$ cat config.mk
export PLATFORM = sky130hd
export DESIGN_NAME = rmsn_front
export DESIGN_NICKNAME = d
export VERILOG_FILES = /design/src/rtl/core/rmsn_pkg.sv /design/src/rtl/core/rmsn_front.sv
export SDC_FILE = /design/constraint.sdc
export NUM_CORES = 1
export LEC_CHECK = 0
export ABC_AREA = 1
export BUFFER_PORTS_ARGS = -buffer_cell sky130_fd_sc_hd__buf_2
export CORE_MARGIN = 2
export CORE_UTILIZATION = 50
export CTS_CLUSTER_DIAMETER = 50
export DETAILED_ROUTE_END_ITERATION = 16
export PLACE_DENSITY = 0.76
export SLEW_MARGIN = 40
export SYNTH_ARGS = -nofsm -noshare
export SYNTH_HDL_FRONTEND = slang
export SYNTH_SLANG_ARGS = --single-unit
$ cat constraint.sdc
create_clock -name clock -period 4.1 [get_ports clock]
set_clock_uncertainty 0.05 [all_clocks]
set_input_delay 0.41 -clock clock [delete_from_list [all_inputs] [get_ports clock]]
set_output_delay 0.41 -clock clock [all_outputs]
set_load 0.05 [all_outputs]
$ cat src/rtl/core/rmsn_pkg.sv
package rmsn_pkg;

   // default vector length limit and input queue depth
   localparam int MaxDimDefault = 4096;
   localparam int QueueDepth    = 4;

   // fixed field widths
   localparam int DataW  = 16;
   localparam int EpsW   = 24;
   localparam int SumW   = 44;
   localparam int ScaleW = 32;

   // reset value of epsilon
   localparam logic [EpsW-1:0] EpsReset = 24'd17;

   // modes of an input item
   localparam logic ModeAccumulate = 1'b0;
   localparam logic ModeNormalize  = 1'b1;

   // one input item as it travels from front to back
   typedef struct packed {
      logic                    mode;
      logic signed [DataW-1:0] element;
      logic signed [DataW-1:0] gain;
      logic                    final_item;
   } item_type;

   // queue head as seen by the back end
   typedef struct packed {
      logic     valid;
      item_type item;
   } head_type;

endpackage

$ cat src/rtl/core/rmsn_front.sv
module rmsn_front (
   input  logic              clock,
   input  logic              reset,
   input  logic              push,
   output logic              full,
   input  rmsn_pkg::item_type in_item,
   output rmsn_pkg::head_type head,
   input  logic              head_pop
);
   import rmsn_pkg::*;

   localparam int PtrW = $clog2(QueueDepth);
   localparam int CntW = $clog2(QueueDepth + 1);

   item_type            slot_ff [QueueDepth];
   logic [PtrW-1:0]     wr_ptr_ff, wr_ptr_in;
   logic [PtrW-1:0]     rd_ptr_ff, rd_ptr_in;
   logic [CntW-1:0]     fill_ff, fill_in;
   logic                do_push, do_pop;

   // handshake qualification
   assign full    = (fill_ff == CntW'(QueueDepth));
   assign do_push = push && !full;
   assign do_pop  = head_pop && (fill_ff != '0);

   // head of queue
   assign head.valid = (fill_ff != '0);
   assign head.item  = slot_ff[rd_ptr_ff];

   // pointer and fill update
   always_comb begin
      wr_ptr_in = wr_ptr_ff;
      rd_ptr_in = rd_ptr_ff;
      fill_in   = fill_ff;
      if (do_push) begin
         wr_ptr_in = (wr_ptr_ff == PtrW'(QueueDepth - 1)) ? '0 : wr_ptr_ff + 1'b1;
      end
      if (do_pop) begin
         rd_ptr_in = (rd_ptr_ff == PtrW'(QueueDepth - 1)) ? '0 : rd_ptr_ff + 1'b1;
      end
      if (do_push && !do_pop) begin
         fill_in = fill_ff + 1'b1;
      end else if (do_pop && !do_push) begin
         fill_in = fill_ff - 1'b1;
      end
   end

   always_ff @(posedge clock) begin
      if (reset) begin
         wr_ptr_ff <= '0;
         rd_ptr_ff <= '0;
         fill_ff   <= '0;
      end else begin
         wr_ptr_ff <= wr_ptr_in;
         rd_ptr_ff <= rd_ptr_in;
         fill_ff   <= fill_in;
      end
   end

   // item storage
   always_ff @(posedge clock) begin
      if (do_push) begin
         slot_ff[wr_ptr_ff] <= in_item;
      end
   end

endmodule

==> results_dict.tcl <==
set metrics [dict create \
    fin_worst_hold_slack_ns 0.116 \
    post-route-min-period_ns 2.83 \
    area.growth.synth_to_final_pct 20.1 \
    synth_seq_cells 145 \
    grt_pass1_vias 3501 \
    synth.area.top_cells "sky130_fd_sc_hd__edfxtp_1 71%, sky130_fd_sc_hd__o21ai_0 5.6%, sky130_fd_sc_hd__o22ai_2 4.4%, sky130_fd_sc_hd__nor2_1 4.2%, sky130_fd_sc_hd__dfxtp_1 3.1%" \
    largest_net_degree_at_the_start_of_global_routing 69 \
    drv.max_cap_violation_count 0 \
    yosys_most_used_dff "sky130_fd_sc_hd__edfxtp_1" \
    synthesis.yosys.warnings 0 \
    finalInstanceArea_um2 6900 \
    post_layout_nonfiller_instances 637 \
    final_min_period_over_clock_period 0.690 \
    ctsRootBufferMaster "sky130_fd_sc_hd__clkbuf_16" \
    netlist_area_um2 5750 \
    grt_util_all_layers 0.185 \
    antenna_left 0 \
    dp_hpwl_mm 6.76 \
    run_status "complete, no violations" \
    drt_first_iter_violations 208 \
    setup-violations-final 0 \
    p_leak_nw 2.48 \
    io_pins 74 \
    synth-edff-count 136 \
    synth_top_cells_by_count "136 x sky130_fd_sc_hd__edfxtp_1, 65 x sky130_fd_sc_hd__nor2_1, 64 x sky130_fd_sc_hd__o21ai_0, 20 x sky130_fd_sc_hd__nor2_2, 20 x sky130_fd_sc_hd__o22ai_2" \
    clkSlewWorstSetupHoldPaths_ns 0.06 \
    gp_congestion 0.756 \
    nFillCells 844 \
    ir_drop_uv 447 \
    post_place_instance_area_um2 6340 \
    globalRouteOverflowTotal 0 \
    route.vias.total 3466 \
    netlist-cell-type-count 24 \
    final_worst_setup_slack_ns 1.27 \
    worstPathArrival_ns 2.37 \
    cts.sinks 145 \
    yosys.cell_count.top_type "sky130_fd_sc_hd__edfxtp_1" \
    worstPathRequired_ns 3.64 \
    routed_wirelength_mm 11.1 \
    layout_cells_sized_above_1 0.323 \
    end_kind "output port" \
    io_buffer_count 73 \
    cts_setup_buffers 0 \
    placedCellCount 604 \
    router_iterations_before_antenna_repair 5 \
    synth_nets 444 \
    first_pass_grt_wire_length_mm 17.8 \
    place_worst_setup_slack_ns 1.72 \
    fmax_mhz 353 \
    netlist_instances 399 \
    synth.largest_area_cell "sky130_fd_sc_hd__edfxtp_1" \
    floorplan.initialDensity 0.508 \
    avg_vias_per_cell 5.44 \
    critPathLaunchType "flop" \
    insertion_delay_ns 0.41 \
    cts.path.max_buffers 2 \
    core_area_um2 11300 \
    criticalPathCategory "reg2out" \
    async_s_r_ff_share_synth 0 \
    final-max-slew-violation-count 0 \
    die_width_um 111 \
    hold_violations 0 \
    post_cts_hold_buffer_count 0 \
    synthesis.area_per_instance_um2 14.4 \
    post_cts_resized 0 \
    cts_made_buffers 17 \
    drc_errors 0 \
    die_area_um2 12400 \
    layout.nets 525 \
    cts_tree "done" \
    row_count 39 \
    rsz0062_at_grt "no" \
    worstPathMaxFanout 68 \
    finalPower_mw 5.27 \
    utilization 0.610 \
    worst-slew-pin-transition_ns 0.791 \
    timing.max_slew.rel_slack 0.473 \
    tns_ns 0 \
    yosysTopAreaCellShare 0.711 \
    hp-class "in2reg" \
    clock_tree.htree_level_count 4 \
    synth.yosys.seq_area_share 0.742 \
    post_drt_wl_per_cell_um 17.5 \
    power-per-cell-area_nw_per_um2 763 \
    grt_antenna_before_repair 2 \
    die-height_um 111 \
]
## power by group
part	internal [mW]	switching, mW	total (mW)
Sequential	1.81	0.0929	1.90
Combinational	0.475	1.45	1.93
Clock	0.839	0.598	1.44
## placed cells by master, fill, tap and decap left out, types with 2 or more instances in the layout
cell                         instances
sky130_fd_sc_hd__clkbuf_16          17
sky130_fd_sc_hd__nand3b_1            2
sky130_fd_sc_hd__nor2_4              4
sky130_fd_sc_hd__o22ai_1            14
sky130_fd_sc_hd__clkinvlp_4          5
sky130_fd_sc_hd__inv_6               5
sky130_fd_sc_hd__nor2_2             20
sky130_fd_sc_hd__a21oi_1             2
sky130_fd_sc_hd__clkinv_1            3
sky130_fd_sc_hd__o21ai_1             5
sky130_fd_sc_hd__nor2_1             61
sky130_fd_sc_hd__inv_1              15
sky130_fd_sc_hd__buf_16              4
sky130_fd_sc_hd__nand2_1            14
sky130_fd_sc_hd__edfxtp_1          136
sky130_fd_sc_hd__o21ai_0            64
sky130_fd_sc_hd__buf_4               2
sky130_fd_sc_hd__buf_2              73
sky130_fd_sc_hd__ha_1                6
sky130_fd_sc_hd__buf_8               4
sky130_fd_sc_hd__o22ai_2            20
sky130_fd_sc_hd__dfxtp_1             8
## final timing paths
path | slack [ns] | cells after the start | end | start
worst max register to register | 1.87 | 9 | fill_ff[1] | fill_ff[0]
worst min-delay path | 0.12 | 2 | fill_ff[0] | reset
worst max-delay path | 1.27 | 4 | head[4] | flop
worst min register to register | 0.48 | 2 | flop | rd_ptr_ff[1]
## critical path, cell delays in order, from the launching register on
cell and delay [ns]:
sky130_fd_sc_hd__dfxtp_2 0.83, sky130_fd_sc_hd__inv_6 0.40, sky130_fd_sc_hd__o21ai_0 0.37, sky130_fd_sc_hd__o22ai_2 0.11, sky130_fd_sc_hd__buf_2 0.22
## state kept, by name (all words and copies together), names as in the netlist, named ones only
register   flops
wr_ptr_ff      2
fill_ff        3
rd_ptr_ff      2
slot_ff      136
## metal layers
metal	wire, um	vias up	part of all wire	GRT usage
met5	0	-	0	0
met4	127	0	0.011	0.0543
met3	574	14	0.052	0.0448
met2	5730	98	0.51	0.317
met1	4700	1723	0.42	0.236
li1	-	1631	-	-
## cell families after synthesis
| family | count (synthesis) | synth area share |
|---|---|---|
| DFF | 145 | 0.742 |
| AOI/OAI and AO/OA | 105 | 0.121 |
| and+or+nand+nor | 103 | 0.0780 |
| buffers and inverters | 38 | 0.0412 |
| adders and majority gates | 7 | 0.0166 |
| xor gates and xnor gates | 1 | 0.00152 |
## layout make-up
class | instances | area [um^2] | area share
Antenna cell | 1 | 2.50 | 0.000363
Clock buffer | 17 | 425 | 0.0617
Clock inverter | 15 | 134 | 0.0194
Inverter | 17 | 68.8 | 0.00997
Multi-Input combinational cell | 216 | 1270 | 0.185
Sequential cell | 145 | 4270 | 0.618
Tap cell | 143 | 179 | 0.0259
Timing Repair Buffer | 83 | 551 | 0.0798
No activity file was read; power rests on OpenSTA's default activity.
