### config.mk
export PLATFORM = sky130hd
export DESIGN_NAME = rmsn_back
export DESIGN_NICKNAME = d
export VERILOG_FILES = /design/src/rtl/core/rmsn_pkg.sv /design/src/rtl/core/rmsn_back.sv
export SDC_FILE = /design/constraint.sdc
export NUM_CORES = 2
export LEC_CHECK = 0
export BUFFER_PORTS_ARGS = -buffer_cell sky130_fd_sc_hd__buf_2
export CAP_MARGIN = 20
export CORE_ASPECT_RATIO = 1.4
export CORE_MARGIN = 8
export CORE_UTILIZATION = 61
export CTS_BUF_LIST = sky130_fd_sc_hd__clkbuf_8
export CTS_CLUSTER_SIZE = 40
export DETAILED_ROUTE_END_ITERATION = 6
export MAX_ROUTING_LAYER = met4
export PLACE_DENSITY = 0.8
export SLEW_MARGIN = 10
export SYNTH_ARGS = -nofsm -noshare
export SYNTH_HDL_FRONTEND = slang
export SYNTH_SLANG_ARGS = --single-unit
### constraint.sdc
create_clock -name clock -period 10.34 [get_ports clock]
set_clock_uncertainty 0.1 [all_clocks]
set_input_delay 0.517 -clock clock [delete_from_list [all_inputs] [get_ports clock]]
set_output_delay 0.517 -clock clock [all_outputs]
set_load 0.01 [all_outputs]
### src/rtl/core/rmsn_pkg.sv
package rmsn_pkg;

   // default vector length limit and input queue depth
   localparam int MaxDimDefault = 4096;
   localparam int QueueDepth    = 4;

   // fixed field widths
   localparam int DataW  = 16;
   localparam int EpsW   = 24;
   localparam int SumW   = 44;
   localparam int ScaleW = 32;

   // reset value of epsilon
   localparam logic [EpsW-1:0] EpsReset = 24'd17;

   // modes of an input item
   localparam logic ModeAccumulate = 1'b0;
   localparam logic ModeNormalize  = 1'b1;

   // one input item as it travels from front to back
   typedef struct packed {
      logic                    mode;
      logic signed [DataW-1:0] element;
      logic signed [DataW-1:0] gain;
      logic                    final_item;
   } item_type;

   // queue head as seen by the back end
   typedef struct packed {
      logic     valid;
      item_type item;
   } head_type;

endpackage

### src/rtl/core/rmsn_back.sv
module rmsn_back #(
   parameter int MAX_DIM = rmsn_pkg::MaxDimDefault
) (
   input  logic                                clock,
   input  logic                                reset,
   input  rmsn_pkg::head_type                  head,
   output logic                                head_pop,
   input  logic [rmsn_pkg::EpsW-1:0]           epsilon,
   output logic                                empty,
   input  logic                                pop,
   output logic signed [rmsn_pkg::DataW-1:0]   normalized,
   output logic                                clipped,
   output logic                                end_of_vector
);
   import rmsn_pkg::*;

   localparam int CntW  = $clog2(MAX_DIM + 1);
   localparam int NumW  = 65;
   localparam int DenW  = 45;
   localparam int StepW = 7;

   typedef enum logic [5:0] {
      ST_IDLE  = 6'b000001,
      ST_MEAN  = 6'b000010,
      ST_SCALE = 6'b000100,
      ST_ROOT  = 6'b001000,
      ST_PROD  = 6'b010000,
      ST_ROUND = 6'b100000
   } state_type;

   state_type            state_ff, state_in;
   logic [SumW-1:0]      sum_ff, sum_in;
   logic [CntW-1:0]      count_ff, count_in;
   logic [ScaleW-1:0]    inv_ff, inv_in;
   logic [NumW-1:0]      num_ff, num_in;
   logic [DenW-1:0]      den_ff, den_in;
   logic [DenW-1:0]      rem_ff, rem_in;
   logic [NumW-1:0]      quo_ff, quo_in;
   logic [StepW-1:0]     step_ff, step_in;
   logic [63:0]          root_n_ff, root_n_in;
   logic [63:0]          root_r_ff, root_r_in;
   logic [63:0]          root_b_ff, root_b_in;
   logic [30:0]          p1_ff, p1_in;
   logic [62:0]          p2_ff, p2_in;
   logic                 neg_ff, neg_in;
   logic                 fin_ff, fin_in;
   logic                 out_valid_ff, out_valid_in;
   logic [DataW-1:0]     out_data_ff, out_data_in;
   logic                 out_clip_ff, out_clip_in;
   logic                 out_eov_ff, out_eov_in;

   logic [DataW-1:0]     ax, ag;
   logic [31:0]          sq;
   logic [SumW:0]        sum_add;
   logic                 room;
   logic [SumW-1:0]      acc_sum;
   logic [CntW-1:0]      acc_cnt;
   logic [DenW:0]        rem_shift;
   logic                 quo_bit;
   logic [DenW-1:0]      rem_step;
   logic [NumW-1:0]      quo_step;
   logic [SumW-1:0]      mean;
   logic [DenW-1:0]      vsum;
   logic [63:0]          root_t;
   logic [63:0]          rnd_sum;
   logic [31:0]          rnd_mag;
   logic                 out_free;

   // magnitudes of the head item's fields
   assign ax = head.item.element[DataW-1] ? (~head.item.element + 1'b1) : head.item.element;
   assign ag = head.item.gain[DataW-1] ? (~head.item.gain + 1'b1) : head.item.gain;

   // accumulate one square, saturating sum, count stops at the limit
   assign sq      = ax * ax;
   assign sum_add = {1'b0, sum_ff} + {13'b0, sq};
   assign room    = (count_ff < CntW'(MAX_DIM));
   assign acc_sum = room ? (sum_add[SumW] ? '1 : sum_add[SumW-1:0]) : sum_ff;
   assign acc_cnt = room ? count_ff + 1'b1 : count_ff;

   // one restoring division step
   assign rem_shift = {rem_ff, num_ff[NumW-1]};
   assign quo_bit   = (rem_shift >= {1'b0, den_ff});
   assign rem_step  = quo_bit ? DenW'(rem_shift - {1'b0, den_ff}) : rem_shift[DenW-1:0];
   assign quo_step  = {quo_ff[NumW-2:0], quo_bit};

   // mean square plus epsilon, zero mean for an empty vector
   assign mean = (den_ff == '0) ? '0 : quo_step[SumW-1:0];
   assign vsum = {1'b0, mean} + {21'b0, epsilon};

   // one square root step
   assign root_t = root_r_ff + root_b_ff;

   // round half away from zero, dropping the 32 fraction bits of the Q0.32 scale
   assign rnd_sum = {1'b0, p2_ff} + 64'h0000_0000_8000_0000;
   assign rnd_mag = rnd_sum[63:32];

   assign out_free = !out_valid_ff || pop;
   assign head_pop = (state_ff == ST_IDLE) && head.valid;

   always_comb begin
      state_in     = state_ff;
      sum_in       = sum_ff;
      count_in     = count_ff;
      inv_in       = inv_ff;
      num_in       = num_ff;
      den_in       = den_ff;
      rem_in       = rem_ff;
      quo_in       = quo_ff;
      step_in      = step_ff;
      root_n_in    = root_n_ff;
      root_r_in    = root_r_ff;
      root_b_in    = root_b_ff;
      p1_in        = p1_ff;
      p2_in        = p2_ff;
      neg_in       = neg_ff;
      fin_in       = fin_ff;
      out_valid_in = out_valid_ff && !pop;
      out_data_in  = out_data_ff;
      out_clip_in  = out_clip_ff;
      out_eov_in   = out_eov_ff;
      case (state_ff)
         // take the next item from the queue
         ST_IDLE: begin
            if (head.valid) begin
               if (head.item.mode == ModeAccumulate) begin
                  sum_in   = acc_sum;
                  count_in = acc_cnt;
                  if (head.item.final_item) begin
                     num_in   = {21'b0, acc_sum};
                     den_in   = {{(DenW-CntW){1'b0}}, acc_cnt};
                     rem_in   = '0;
                     quo_in   = '0;
                     step_in  = StepW'(NumW - 1);
                     sum_in   = '0;
                     count_in = '0;
                     state_in = ST_MEAN;
                  end
               end else begin
                  p1_in    = ax * ag;
                  neg_in   = head.item.element[DataW-1] ^ head.item.gain[DataW-1];
                  fin_in   = head.item.final_item;
                  state_in = ST_PROD;
               end
            end
         end
         // sum over count
         ST_MEAN: begin
            num_in = {num_ff[NumW-2:0], 1'b0};
            rem_in = rem_step;
            quo_in = quo_step;
            step_in = step_ff - 1'b1;
            if (step_ff == '0) begin
               if (vsum[DenW-1:1] == '0) begin
                  inv_in   = '1;
                  state_in = ST_IDLE;
               end else begin
                  num_in   = {1'b1, 64'b0};
                  den_in   = vsum;
                  rem_in   = '0;
                  quo_in   = '0;
                  step_in  = StepW'(NumW - 1);
                  state_in = ST_SCALE;
               end
            end
         end
         // two to the 64 over the mean square plus epsilon
         ST_SCALE: begin
            num_in = {num_ff[NumW-2:0], 1'b0};
            rem_in = rem_step;
            quo_in = quo_step;
            step_in = step_ff - 1'b1;
            if (step_ff == '0) begin
               root_n_in = quo_step[63:0];
               root_r_in = '0;
               root_b_in = 64'h4000_0000_0000_0000;
               step_in   = StepW'(31);
               state_in  = ST_ROOT;
            end
         end
         // bitwise integer square root, two bits a step
         ST_ROOT: begin
            if (root_n_ff >= root_t) begin
               root_n_in = root_n_ff - root_t;
               root_r_in = (root_r_ff >> 1) + root_b_ff;
            end else begin
               root_r_in = root_r_ff >> 1;
            end
            root_b_in = root_b_ff >> 2;
            step_in   = step_ff - 1'b1;
            if (step_ff == '0) begin
               inv_in   = root_r_in[ScaleW-1:0];
               state_in = ST_IDLE;
            end
         end
         // product with the scale
         ST_PROD: begin
            p2_in    = p1_ff * inv_ff;
            state_in = ST_ROUND;
         end
         // round, saturate and hand to the result register once it is free
         ST_ROUND: begin
            if (out_free) begin
               out_valid_in = 1'b1;
               out_eov_in   = fin_ff;
               if (!neg_ff) begin
                  out_clip_in = (rnd_mag > 32'd32767);
                  out_data_in = out_clip_in ? 16'h7FFF : rnd_mag[DataW-1:0];
               end else begin
                  out_clip_in = (rnd_mag > 32'd32768);
                  out_data_in = out_clip_in ? 16'h8000 : DataW'(~rnd_mag[DataW-1:0] + 1'b1);
               end
               state_in = ST_IDLE;
            end
         end
         default: begin
            state_in = ST_IDLE;
         end
      endcase
   end

   // control and vector state
   always_ff @(posedge clock) begin
      if (reset) begin
         state_ff     <= ST_IDLE;
         sum_ff       <= '0;
         count_ff     <= '0;
         inv_ff       <= '0;
         out_valid_ff <= 1'b0;
      end else begin
         state_ff     <= state_in;
         sum_ff       <= sum_in;
         count_ff     <= count_in;
         inv_ff       <= inv_in;
         out_valid_ff <= out_valid_in;
      end
   end

   // datapath registers
   always_ff @(posedge clock) begin
      num_ff      <= num_in;
      den_ff      <= den_in;
      rem_ff      <= rem_in;
      quo_ff      <= quo_in;
      step_ff     <= step_in;
      root_n_ff   <= root_n_in;
      root_r_ff   <= root_r_in;
      root_b_ff   <= root_b_in;
      p1_ff       <= p1_in;
      p2_ff       <= p2_in;
      neg_ff      <= neg_in;
      fin_ff      <= fin_in;
      out_data_ff <= out_data_in;
      out_clip_ff <= out_clip_in;
      out_eov_ff  <= out_eov_in;
   end

   // result port
   assign empty         = !out_valid_ff;
   assign normalized    = out_data_ff;
   assign clipped       = out_clip_ff;
   assign end_of_vector = out_eov_ff;

endmodule

==> impl_metrics.json <==
{
  "status": "finished clean",
  "synth-edff-count": 468,
  "first_pass_grt_wire_length_um": 367400,
  "route.top_layer_used": "met4",
  "max_cap_violations": 0,
  "clock_tree.root_cell": "sky130_fd_sc_hd__clkbuf_8",
  "postSynth.asyncResetShare": 0,
  "report.final.hold_viol_count": 0,
  "cts.hold.buffers_added": 4,
  "cp_slowest_cell": "sky130_fd_sc_hd__dfxtp_1",
  "final_util": 0.6472,
  "syn_area_um2": 83380,
  "worst_pin_slew_ps": 1176,
  "arrival_ps": 10050,
  "leak_pwr_uw": 0.04048,
  "total_power_uw": 20580,
  "post_place_worst_slack_ps": 555.0,
  "grt_max_degree": 83,
  "post_synth_xor_xnor_area": 0.04380,
  "cts_made_buffers": 93,
  "first_pass_detailed_route_iteration_total": 6,
  "clock-sinks": 564,
  "post_drt_via_cell_ratio": 5.931,
  "first_iter_violations": 4907,
  "critPathMostFrequentCell": "sky130_fd_sc_hd__fa_1",
  "cell_type_contributing_the_most_total_cell_area_after_synthesis": "sky130_fd_sc_hd__fa_1",
  "synth.area.mux_share": 0.003091,
  "met3_wirelength_um": 16180,
  "die_area_um2": 148900,
  "cts_max_path_buffers": 3,
  "final-max-slew-violation-count": 0,
  "floorplan.initialDensity": 0.6143,
  "tritoncts": "done",
  "synth_warn": 0,
  "synthesis.instances": 9314,
  "vias": 65843,
  "core_region_area_um2": 135700,
  "end_kind": "flip-flop",
  "antenna_found_initial": 5,
  "synth_simple_gate_area_frac": 0.1622,
  "maxSlewHeadroom": 0.2146,
  "cts_resized": 0,
  "die-width_um": 328.5,
  "worst_hold_path_type": "in -> reg",
  "portBuffers": 81,
  "met1Wirelength_um": 81110,
  "drive_above_1_share": 0.05778,
  "global_route.overflow_total": 0,
  "yosys_register_bits": 564,
  "synth_cell_types": 91,
  "synthAdderAreaFrac": 0.4006,
  "fp.dieH_um": 453.5,
  "timing.final.crit_share": 0.9289,
  "pin_count": 82,
  "synth_area_leaders": "sky130_fd_sc_hd__fa_1 30%, sky130_fd_sc_hd__edfxtp_1 17%, sky130_fd_sc_hd__ha_1 10%",
  "power.ir.vdd_worst_mv": 0.6126,
  "synthFlopType": "sky130_fd_sc_hd__edfxtp_1",
  "route.detailed.drc": 0,
  "grt_setup_unrepaired": "false",
  "post-cts-setup-buffer-count": 0,
  "fmax_ghz": 0.1041,
  "synth_sequential_area_ratio": 0.1916,
  "drt_wl_total_um": 228500,
  "synth_commonest_cells": "1615 x sky130_fd_sc_hd__inv_1, 1476 x sky130_fd_sc_hd__nand2_1, 1253 x sky130_fd_sc_hd__fa_1",
  "syn_to_final_growth_pct": 5.353,
  "syn-mean-instance-area_um2": 8.952,
  "critPathMaxStageDelay_ps": 1050,
  "first_global_vias": 70132,
  "yosys.cell_count.top_type": "sky130_fd_sc_hd__inv_1",
  "wl_met2_um": 113200,
  "path_clk_slew_ps": 70,
  "gr-usage-all-layers": 0.3183,
  "fin_nets": 11211,
  "std_cell_rows": 160,
  "cp.buffers_inverters": 6,
  "place_congestion": 1.002,
  "setup_viol": 0,
  "synth_compound_gate_area_share": 0.1052,
  "launching_element_type_of_the_critical_path": "flip-flop",
  "crit_required_ps": 10780,
  "setup_ws_ps": 735.1,
  "dpl.hpwl_um": 179200,
  "final.setup.tns_ps": 0,
  "crit_type": "reg -> reg",
  "synth_largest_type_area_fraction": 0.3008,
  "worst-path-max-fanout": 17,
  "clk_latency_ps": 810,
  "combinational_family_with_the_most_area_after_synthesis": "adder cells",
  "wl_per_cell_um": 20.58,
  "fin_crit_ps": 9605,
  "clock_tree.htree_level_count": 3,
  "detail-route-antenna-nets": 0,
  "power_per_cell_area_nw_per_um2": 234.3,
  "dominant_delay_contributor_by_cell_family_on_the_critical_path": "adder cells"
}
-- area by class of cell --
type	count	area (µm²)
timing repair buffer	251	1705
tap	1782	2230
sequential	564	15980
clock inverter	73	671.9
fill	11029	47890
inverter	1617	6072
antenna	8	20.02
multi-input combinational	6704	59760
clock buffer	102	1404
-- logic make-up (layout without fill, tap and decap cells) --
family | count (synthesis) | in the layout
compound gates | 1338 | 1338
buf+inv | 2054 | 2043
xor+xnor | 417 | 417
mux | 25 | 25
other cells | 2 | 18
flops | 564 | 564
simple gates | 2996 | 2996
fa+ha+maj | 1918 | 1918
-- power breakdown --
| part | total [µW] | internal (µW) | switching (µW) |
|---|---|---|---|
| clock network | 2240 | 1200 | 1040 |
| logic | 14800 | 6290 | 8470 |
| registers | 3580 | 3240 | 341 |
| total | 20600 | 10700 | 9850 |
-- sequential cells by signal, summed over array words and instances (netlist names), 13 cells and up --
name        cells
den_ff         45
root_n_ff      64
quo_ff         63
p1_ff          31
normalized     16
inv_ff         32
root_b_ff      32
num_ff         65
count_ff       13
p2_ff          32
rem_ff         45
root_r_ff      64
sum_ff         44
-- path summary, 6_finish.rpt --
path	from	to	slack, ps	cells past startpoint
max	inv_ff[7]	p2_ff[62]	740	28
max reg2reg	inv_ff[7]	p2_ff[62]	740	28
min reg2reg	fin_ff	end_of_vector	340	0
min	reset	sum_ff[39]	80	2
-- metal layers --
layer | vias up | global-route usage
met5 | - | -
met4 | 0 | 0.2029
met3 | 954 | 0.04588
met2 | 2888 | 0.5373
met1 | 32386 | 0.3533
li1 | 29615 | -
-- through the flow --
step                      cell area (µm²)  instances  hold WS (ps)
after floorplan                     83420       9322         300.3
after global placement              85670      10911         306.6
after detailed placement            85700      10913         324.5
after CTS                           87820      11092         34.51
after global routing                87840      11099         64.38
final                               87840      11101         84.32
-- layout by cell type (no fill, tap or decap), types with 17 or more instances in the layout --
master	count
sky130_fd_sc_hd__dfxtp_1	95
sky130_fd_sc_hd__nand2b_1	38
sky130_fd_sc_hd__and2_1	393
sky130_fd_sc_hd__nand2_1	1473
sky130_fd_sc_hd__inv_1	1628
sky130_fd_sc_hd__mux2i_1	19
sky130_fd_sc_hd__clkbuf_8	102
sky130_fd_sc_hd__and3_1	52
sky130_fd_sc_hd__xor2_1	210
sky130_fd_sc_hd__nor3_1	114
sky130_fd_sc_hd__o21a_1	33
sky130_fd_sc_hd__nor2_1	551
sky130_fd_sc_hd__buf_2	80
sky130_fd_sc_hd__clkinv_1	17
sky130_fd_sc_hd__ha_1	665
sky130_fd_sc_hd__nand3_1	109
sky130_fd_sc_hd__nor2b_1	46
sky130_fd_sc_hd__a211oi_1	59
sky130_fd_sc_hd__a221oi_2	29
sky130_fd_sc_hd__buf_4	165
sky130_fd_sc_hd__nand4_1	62
sky130_fd_sc_hd__xnor2_1	205
sky130_fd_sc_hd__o21ai_0	279
sky130_fd_sc_hd__clkinv_2	20
sky130_fd_sc_hd__nor4_1	28
sky130_fd_sc_hd__edfxtp_1	468
sky130_fd_sc_hd__o21bai_1	35
sky130_fd_sc_hd__o31ai_1	24
sky130_fd_sc_hd__or2_2	21
sky130_fd_sc_hd__a21o_1	148
sky130_fd_sc_hd__or3_1	47
sky130_fd_sc_hd__a21oi_1	401
sky130_fd_sc_hd__a31o_2	46
sky130_fd_sc_hd__o211ai_1	22
sky130_fd_sc_hd__fa_1	1253
sky130_fd_sc_hd__a31oi_1	72
No activity file was read; power rests on OpenSTA's default activity.
